==> src/sv/smh_pkg.sv <==
// ----------------------------------------------------------------------------
// smh_pkg
// shared types and constants of the sparse histogram core
// ----------------------------------------------------------------------------
package smh_pkg;

  localparam int BUCKET_W = 16;
  localparam int SAMPLE_W = 24;
  localparam int COUNT_W  = 32;
  localparam int CFG_W    = 64;
  localparam int DIMS_MAX = 4;

  localparam logic signed [BUCKET_W-1:0] BUCKET_TOP = 16'sd32767;
  localparam logic [CFG_W-1:0] CFG_RESET = 64'h0001_0001_0000_0000;

  localparam logic [1:0] ST_COUNTED = 2'd0;
  localparam logic [1:0] ST_NEW     = 2'd1;
  localparam logic [1:0] ST_FULL    = 2'd2;
  localparam logic [1:0] ST_UNUSED  = 2'd3;

  localparam logic REQ_ADD  = 1'b0;
  localparam logic REQ_READ = 1'b1;

  // controller to datapath
  typedef struct packed {
    logic load;       // capture request beat
    logic div_start;  // start division of current dimension
    logic div_step;   // one quotient bit
    logic div_done;   // write bucket of current dimension
    logic dim_next;   // advance dimension
    logic scan_rd;    // issue memory read at scan pointer
    logic scan_next;  // advance scan pointer
    logic hit_wr;     // write incremented count at scan pointer
    logic new_wr;     // append new entry
    logic rd_issue;   // issue read of requested entry
    logic res_hit;
    logic res_new;
    logic res_full;
    logic res_read;
    logic res_unused;
  } smh_cmd_t;

  // datapath to controller
  typedef struct packed {
    logic is_read;
    logic read_ok;
    logic last_dim;
    logic div_last;
    logic scan_end;
    logic key_match;
    logic table_full;
    logic out_free;
  } smh_sts_t;

endpackage

==> src/sv/smh_ctrl.sv <==
// ----------------------------------------------------------------------------
// smh_ctrl
// sequencer: bucket division per dimension, table scan, update or read
// ----------------------------------------------------------------------------
module smh_ctrl (
  input  logic              clk,
  input  logic              rst,
  input  logic              in_valid,
  output logic              in_ready,
  input  smh_pkg::smh_sts_t sts,
  output smh_pkg::smh_cmd_t cmd
);

  typedef enum logic [9:0] {
    S_IDLE  = 10'b0000000001,
    S_DINIT = 10'b0000000010,
    S_DIV   = 10'b0000000100,
    S_DFIN  = 10'b0000001000,
    S_SRD   = 10'b0000010000,
    S_SCMP  = 10'b0000100000,
    S_RRD   = 10'b0001000000,
    S_RWAIT = 10'b0010000000,
    S_WAIT  = 10'b0100000000,
    S_DONE  = 10'b1000000000
  } state_t;

  state_t state, state_next;

  always_ff @(posedge clk) begin
    if (rst) state <= S_IDLE;
    else state <= state_next;
  end

  assign in_ready = (state == S_IDLE);

  always_comb begin
    cmd = '0;
    state_next = state;
    case (state)
      S_IDLE: begin
        if (in_valid) begin
          cmd.load = 1'b1;
          state_next = S_WAIT;
        end
      end
      S_WAIT: begin
        if (sts.is_read) begin
          if (sts.read_ok) begin
            cmd.rd_issue = 1'b1;
            state_next = S_RRD;
          end else if (sts.out_free) begin
            cmd.res_unused = 1'b1;
            state_next = S_IDLE;
          end
        end else begin
          state_next = S_DINIT;
        end
      end
      S_RRD: state_next = S_RWAIT;
      S_RWAIT: begin
        if (sts.out_free) begin
          cmd.res_read = 1'b1;
          state_next = S_IDLE;
        end
      end
      S_DINIT: begin
        cmd.div_start = 1'b1;
        state_next = S_DIV;
      end
      S_DIV: begin
        cmd.div_step = 1'b1;
        if (sts.div_last) state_next = S_DFIN;
      end
      S_DFIN: begin
        cmd.div_done = 1'b1;
        if (sts.last_dim) begin
          state_next = S_SRD;
        end else begin
          cmd.dim_next = 1'b1;
          state_next = S_DINIT;
        end
      end
      S_SRD: begin
        if (sts.scan_end) begin
          state_next = S_DONE;
        end else begin
          cmd.scan_rd = 1'b1;
          state_next = S_SCMP;
        end
      end
      S_SCMP: begin
        if (sts.key_match) begin
          if (sts.out_free) begin
            cmd.hit_wr = 1'b1;
            cmd.res_hit = 1'b1;
            state_next = S_IDLE;
          end
        end else begin
          cmd.scan_next = 1'b1;
          state_next = S_SRD;
        end
      end
      S_DONE: begin
        if (sts.out_free) begin
          if (sts.table_full) begin
            cmd.res_full = 1'b1;
          end else begin
            cmd.new_wr = 1'b1;
            cmd.res_new = 1'b1;
          end
          state_next = S_IDLE;
        end
      end
      default: state_next = S_IDLE;
    endcase
  end

`ifndef NO_ASSERTIONS
  a_one_result: assert property (@(posedge clk) disable iff (rst)
    $countones({cmd.res_hit, cmd.res_new, cmd.res_full, cmd.res_read, cmd.res_unused}) <= 1)
    else $error("more than one result in a cycle");
  a_write_free: assert property (@(posedge clk) disable iff (rst)
    (cmd.hit_wr || cmd.new_wr) |-> sts.out_free)
    else $error("table written while output busy");
  a_load_idle: assert property (@(posedge clk) disable iff (rst)
    cmd.load |=> state == S_WAIT)
    else $error("load did not leave idle");
`endif

endmodule

==> config.mk <==
export PLATFORM = sky130hd
export DESIGN_NAME = smh_ctrl
export DESIGN_NICKNAME = d
export VERILOG_FILES = /design/src/sv/smh_pkg.sv /design/src/sv/smh_ctrl.sv
export SDC_FILE = /design/constraint.sdc
export NUM_CORES = 1
export LEC_CHECK = 0
export CAP_MARGIN = 20
export CORE_AREA = 2 2 39 41
export CTS_CLUSTER_DIAMETER = 80
export DETAILED_ROUTE_END_ITERATION = 6
export DIE_AREA = 0 0 41 43
export DONT_BUFFER_PORTS = 1
export PLACE_DENSITY_LB_ADDON = 0.25
export SLEW_MARGIN = 10
export SYNTH_ARGS = -nofsm -noshare
export SYNTH_HDL_FRONTEND = slang
export SYNTH_SLANG_ARGS = --single-unit
==> constraint.sdc <==
create_clock -name clk -period 3.65 [get_ports clk]
set_input_delay 0.73 -clock clk [delete_from_list [all_inputs] [get_ports clk]]
set_output_delay 0.73 -clock clk [all_outputs]
set_load 0.1 [all_outputs]
# After elaboration in Yosys (flattened, before gate mapping)
# Index checks and enable logic that the tools add are counted.
[totals]
reg_bits = 10
inputBits = 11
[op_classes]
reduce_logical = 2
muxes = 35
eq_ne = 12
[op_table]
columns = ["operator", "n"]
rows = [
  ["$pmux 10 s9", 1],
  ["$mux 10", 7],
  ["$mux 1", 22],
  ["$eq 10x1->1 const B", 1],
  ["$eq 10x10->1 const B", 1],
  ["$eq 10x2->1 const B", 1],
  ["$eq 10x3->1 const B", 1],
  ["$eq 10x4->1 const B", 1],
  ["$eq 10x5->1 const B", 1],
  ["$eq 10x6->1 const B", 1],
  ["$eq 10x7->1 const B", 1],
  ["$eq 10x8->1 const B", 1],
  ["$eq 10x9->1 const B", 1],
  ["$mux 2", 4],
  ["$mux 5", 1],
  ["$ne 2x2->1 const B", 2],
  ["$reduce_and 2->1", 1],
  ["$reduce_or 2->1", 1],
]

# Longest topological paths before layout
# Gate-level depths: netlist of the first run.
[depth]
depth_word = 4
depth_mapped = 6
mapped_depth_nobuf = 5

# Least setup slack after synthesis of the first run
# OpenSTA, ideal clock, no wires.
[synth_timing]
path_type = "register -> output"
from = "register state[4]"
to = "output port cmd[6] in the netlist's numbering"
path_buffers = 2
setup_slack_ps = -1576
path_stages_with_launch = 6
t_required_ps = 2920
arrival_ps = 4496
cell_sequence = "dfxtp_1 > buf_6 > nor4_2 > nand2_2 > nor4_1 > buf_4"
[synth_rtl]
columns = ["item", "line_no", "rtl"]
rows = [
  ["start: declaration", "smh_ctrl.sv:27", "state_t state, state_next;"],
  ["start signal: assignment", "smh_ctrl.sv:31", "else state <= state_next;"],
  ["end: declaration", "smh_ctrl.sv:11", "output smh_pkg::smh_cmd_t cmd"],
]

==> flow_metrics.env, run 1 <==
export IMPL_area_delta_synth_final_pct=32.04
export IMPL_cts_setup_buffers=0
export IMPL_crit_path_end_kind="output pin"
export IMPL_cp_slowest_stage_delay_ps=680
export IMPL_clk_pin_slew_ps=70
export IMPL_placed_cells=117
export IMPL_worst_endpoint_required_ps=2920
export IMPL_start_kind="register"
export IMPL_skew_ps=4.916
export IMPL_crit_path_max_fanout=9
export IMPL_crit_family="simple AND/OR/NAND/NOR gates"
export IMPL_worstMarginPinSlew_ps=847.8
export IMPL_nets=117
export IMPL_cts_tree="done"
export IMPL_insertion_delay_ps=270
export IMPL_synthMuxAreaShare=0
export IMPL_yosys_area_share_simple=0.4353
export IMPL_largest_reg_flops=10
export IMPL_synth_top_family_by_area="simple AND/OR/NAND/NOR gates"
export IMPL_wirelength_met1_um=772
export IMPL_coreArea_mm2=0.001384
export IMPL_cpMaxStageDelayCell="inv_1"
export IMPL_ys_warn_count=0
export IMPL_period_needed_ps=2943
export IMPL_antenna_found_initial=0
export IMPL_p_leak_uw=0.0003948
export IMPL_vias_per_cell=6.529
export IMPL_synth_seq_area_share=0.2589
export IMPL_cts_max_level=1
export IMPL_antenna_cells=0
export IMPL_root_buffer="clkbuf_4"
export IMPL_hold_worst_slack_ps=524.9
export IMPL_numCtsBuffers=3
export IMPL_detail_route_iter0_violations=38
export IMPL_grt_pass1_wl_mm=3.236
export IMPL_die_area_mm2=0.001763
export IMPL_avgSynthCellArea_um2=8.139
export IMPL_hold_class="primary input to register"
export IMPL_mostFrequentLayoutCells="buf_4, dfxtp_1, nor2_1"
export IMPL_route_met2_wl_um=984
export IMPL_worst_setup_path_type="register to output pin"
export IMPL_start_util=0.5588
export IMPL_highest_layer="met4"
export IMPL_firstDrtPassIters=4
export IMPL_max_freq_ghz=0.3398
export IMPL_reg_top3="state (10)"
export IMPL_synthAdderAreaFrac=0
export IMPL_antenna_left=0
export IMPL_status="complete, no violations"
export IMPL_ys_types=40
export IMPL_grt_max_degree=12
export IMPL_hold_viol=0
export IMPL_period_share=0.8063
export IMPL_crit_buf_inv=1
export IMPL_p_per_area_mw_per_mm2=493.9
export IMPL_wl_per_cell_um=16.64
export IMPL_finalSetupViolations=0
export IMPL_rows=14
export IMPL_max_slew_margin=0.4342
export IMPL_cts_sinks=10
export IMPL_remaining_drc_errors=0
export IMPL_synthCells=95
export IMPL_crit_arrival_ps=2210
export IMPL_track_usage=0.2689
export IMPL_syn_nets=106
export IMPL_die_x_um=41
export IMPL_dpl_hpwl_mm=1.502
export IMPL_vias=790
export IMPL_slew_viol_final=0
export IMPL_synth_compound_area_frac=0.1650
export IMPL_die_h_um=43
export IMPL_regMostFlops="state"
export IMPL_syn_cell_area_um2=773.2
export IMPL_synth_xor_area_frac=0.04531
export IMPL_drv_cap=0
export IMPL_gp_congestion=0.9517
export IMPL_grt_pass1_vias=712
export IMPL_crit_chain="nor4_2, and2_1, nand3_1, inv_1"
export IMPL_port_buffer_count=0
export IMPL_vdd_ir_drop_max_v=0.0003365
export IMPL_clk_path_buf_depth=2
export IMPL_rsz0062_at_grt="no"
export IMPL_wl_met3_um=190
export IMPL_ios=27
export IMPL_fin_cells=121
export IMPL_synth_seq_cells=10
export IMPL_cts_hold_fix_buffers=0
export IMPL_routed_wl_mm=2.014
export IMPL_post_cts_resized=0
export IMPL_grt_overflow_total=0
export IMPL_drive_gt1_frac=0.3333
cells in the mapped netlist:
cell type	n	area [µm²]
o221ai_2	1	15.01
o21ai_1	1	5.000
o2111ai_1	1	8.760
nand3_1	6	30.03
and2_1	3	18.77
a32oi_1	1	8.760
o21ai_0	3	15.01
xor2_1	3	26.28
buf_6	1	11.26
clkbuf_1	3	11.26
a31oi_1	1	6.260
and3b_1	1	8.760
nor4b_1	1	8.760
a21oi_1	4	20.02
nand3b_1	1	7.510
or4_1	2	15.01
nand2b_2	1	8.760
xnor2_1	1	8.760
nor3b_1	1	7.510
nor4b_2	2	30.03
nor2_1	10	37.54
nor4_4	1	21.27
inv_1	7	26.28
o311ai_4	1	26.28
nand2_2	1	6.260
or3_1	1	6.260
dfxtp_1	10	200.2
and3_1	2	12.51
and2b_1	1	7.510
buf_2	2	10.01
nand4_1	1	6.260
nand2_1	4	15.01
buf_4	2	15.01
nand2b_1	1	6.260
o211ai_1	1	7.510
nor4_2	3	37.54
nor4_1	4	25.02
nor3_1	2	10.01
nor3_2	1	10.01
o21a_1	2	15.01
final timing paths:
path / start / end / slack (ps) / cells after the start
worst max-delay path: state[8]$_SDFFE_PP0P_ / cmd[12] / 710 / 4
worst min-delay path: rst / state[4]$_SDFFE_PP0P_ / 520 / 1
worst max register to register: state[8]$_SDFFE_PP0P_ / state[4]$_SDFFE_PP0P_ / 1720 / 6
worst min register to register: state[7]$_SDFFE_PP0P_ / state[7]$_SDFFE_PP0P_ / 600 / 2
metal layers:
metal	up-vias	global-route usage
li1	364	-
met1	361	0.3344
met2	53	0.4063
met3	12	0.1099
met4	0	0.08667
met5	-	0
kinds of logic after synthesis:
logic type	count (synthesis)
AO/OA/AOI/OAI	16
XOR/XNOR	4
flip-flops	10
AND/OR/NAND/NOR	50
buffers and inverters	15
worst reg2reg max path: cells and delay by family, from the launching register on:
family | cells | cell delay, ps
AOI/OAI and AO/OA | 1 | 70
buffers and inverters | 1 | 330
DFF | 1 | 430
and+or+nand+nor | 4 | 1030
area by class of cell:
cell class                 instances  area, µm²
fill                              98      362.8
multi-input combinational         70      560.5
tap                               16      20.02
timing repair buffer              14      177.7
inverter                           7      26.28
clock buffer                       4      36.28
sequential                        10      200.2
power breakdown:
part	total, µW	switching (µW)	leakage, µW	internal (µW)
sequential	148	29.4	0.0000810	119
clock	101	40.5	0.0000210	60.6
combinational	255	190	0.000293	64.4
per-stage QoR:
stage	setup WS (ps)	power [µW]	utilization	setup TNS, ps	instance area, µm²
2_1_floorplan	-864.7	346.2	-	-2848	779.5
4_1_cts	736.1	502.6	0.7378	0	1021
3_3_place_gp	1176	392.5	0.7116	0	984.7
3_5_place_dp	1098	397.1	0.7116	0	984.7
6_report	706.9	504.3	0.7378	0	1021
5_1_grt	579.5	527.8	0.7378	0	1021
Note: power is estimated with default switching activity, not from simulation.
==> inputs of run 2 (changes only) <==
==> constraint.sdc (replaced) <==
create_clock -name clk -period 2.85 [get_ports clk]
set_input_delay 0.57 -clock clk [delete_from_list [all_inputs] [get_ports clk]]
set_output_delay 0.57 -clock clk [all_outputs]
set_load 0.1 [all_outputs]
==> run 2 against run 1 <==
Cell area is 2.6% higher. Register-to-register slack lost 870 ps. Via count down 4.9%. Die area unchanged. Clock power grew 31%. Clock-buffer cell count unchanged. Wire length down 3.6%. Non-clock buffer count up 1. Global-route usage is 1.2 points lower. Clock skew fell by 1.3 ps.
==> flow_metrics.env, run 2 (same netlist as run 1, synthesis figures left out) <==
export IMPL_status="complete, no violations"
export IMPL_remaining_drc_errors=0
export IMPL_rsz0062_at_grt="no"
export IMPL_cpMaxStageDelayCell="dfxtp_1"
export IMPL_grt_pass1_vias=691
export IMPL_routed_wl_mm=1.942
export IMPL_detail_route_iter0_violations=20
export IMPL_cts_max_level=1
export IMPL_placed_cells=118
export IMPL_worst_slack_ps=248.3
export IMPL_max_slew_margin=0.6594
export IMPL_die_h_um=43
export IMPL_skew_ps=3.607
export IMPL_period_share=0.9129
export IMPL_slew_viol_final=0
export IMPL_root_buffer="clkbuf_4"
export IMPL_reg_top3="state (10)"
export IMPL_hold_worst_slack_ps=361.1
export IMPL_clk_pin_slew_ps=70
export IMPL_start_util=0.5588
export IMPL_die_x_um=41
export IMPL_worst_endpoint_required_ps=2280
export IMPL_largest_reg_flops=10
export IMPL_hold_class="primary input to register"
export IMPL_coreArea_mm2=0.001384
export IMPL_regMostFlops="state"
export IMPL_antenna_found_initial=0
export IMPL_cts_setup_buffers=0
export IMPL_cp_slowest_stage_delay_ps=430
export IMPL_crit_family="simple AND/OR/NAND/NOR gates"
export IMPL_rows=14
export IMPL_clk_path_buf_depth=2
export IMPL_mostFrequentLayoutCells="buf_4, dfxtp_1, nor2_1"
export IMPL_grt_overflow_total=0
export IMPL_max_freq_ghz=0.3844
export IMPL_crit_buf_inv=2
export IMPL_cts_tree="done"
export IMPL_fin_tns_setup_ps=0
export IMPL_die_area_mm2=0.001763
export IMPL_total_power_uw=685.9
export IMPL_start_kind="register"
export IMPL_post_cts_resized=0
export IMPL_drive_gt1_frac=0.3774
export IMPL_port_buffer_count=0
export IMPL_crit_chain="nor4_2, nand2_2, nor4_4, buf_12, buf_16"
export IMPL_vias_per_cell=6.156
export IMPL_gp_congestion=0.9620
export IMPL_nets=118
export IMPL_wl_per_cell_um=15.92
export IMPL_dpl_hpwl_mm=1.531
export IMPL_drv_cap=0
export IMPL_insertion_delay_ps=270
export IMPL_cts_sinks=10
export IMPL_crit_arrival_ps=2030
export IMPL_hold_viol=0
export IMPL_final_common_cell="buf_4"
export IMPL_area_delta_synth_final_pct=35.44
export IMPL_p_leak_uw=0.0003946
export IMPL_antenna_left=0
export IMPL_vias=751
export IMPL_finalSetupViolations=0
export IMPL_fin_cells=122
export IMPL_worstMarginPinSlew_ps=510.9
export IMPL_worst_setup_path_type="register to output pin"
export IMPL_crit_path_max_fanout=11
export IMPL_track_usage=0.2571
export IMPL_antenna_cells=0
export IMPL_grt_pass1_wl_mm=3.160
export IMPL_ios=27
export IMPL_cts_hold_fix_buffers=0
export IMPL_p_per_area_mw_per_mm2=655.0
export IMPL_grt_max_degree=12
export IMPL_firstDrtPassIters=4
export IMPL_vdd_ir_drop_max_v=0.0003416
export IMPL_numCtsBuffers=3
export IMPL_place_ws_ps=536.1
export IMPL_period_needed_ps=2602
export IMPL_crit_path_end_kind="output pin"
[run 2: path summary, 6_finish.rpt]
path,slack [ps],to,startpoint,depth (start not counted)
worst max-delay path,250,cmd[6],state[5]$_SDFFE_PP0P_,5
worst min-delay path,360,state[9]$_SDFFE_PP0P_,rst,1
worst max register to register,850,state[1]$_SDFFE_PP0P_,state[6]$_SDFFE_PP0P_,5
worst min register to register,610,state[7]$_SDFFE_PP0P_,state[7]$_SDFFE_PP0P_,2
[run 2: where the power goes]
group | switching, µW | leakage, µW | internal [µW] | total, µW
Clock | 54.2 | 0.0000210 | 77.6 | 132
Combinational | 270 | 0.000293 | 107 | 376
Sequential | 25.4 | 0.0000810 | 152 | 178
Total | 349 | 0.000395 | 337 | 686
[run 2: final cells by class]
| type | count | area (µm²) |
|---|---|---|
| Fill cell | 105 | 336.6 |
| Multi-Input combinational cell | 70 | 590.6 |
| Sequential cell | 10 | 200.2 |
| Tap cell | 16 | 20.02 |
| Clock buffer | 4 | 36.28 |
| Timing Repair Buffer | 15 | 170.2 |
| Inverter | 7 | 30.03 |
[run 2: per-layer routing]
layer | global-route usage | vias up | share of wire
li1 | - | 360 | -
met1 | 0.3453 | 371 | 0.41
met2 | 0.3969 | 16 | 0.54
met3 | 0.05759 | 4 | 0.040
met4 | 0.07333 | 0 | 0.0098
met5 | 0 | - | 0
[run 2: through the flow]
step / instance area (µm²) / utilization
6_report: 1047 / 0.7568
3_3_place_gp: 1011 / 0.7306
2_1_floorplan: 834.6 / -
4_1_cts: 1047 / 0.7568
3_5_place_dp: 1011 / 0.7306
5_1_grt: 1047 / 0.7568
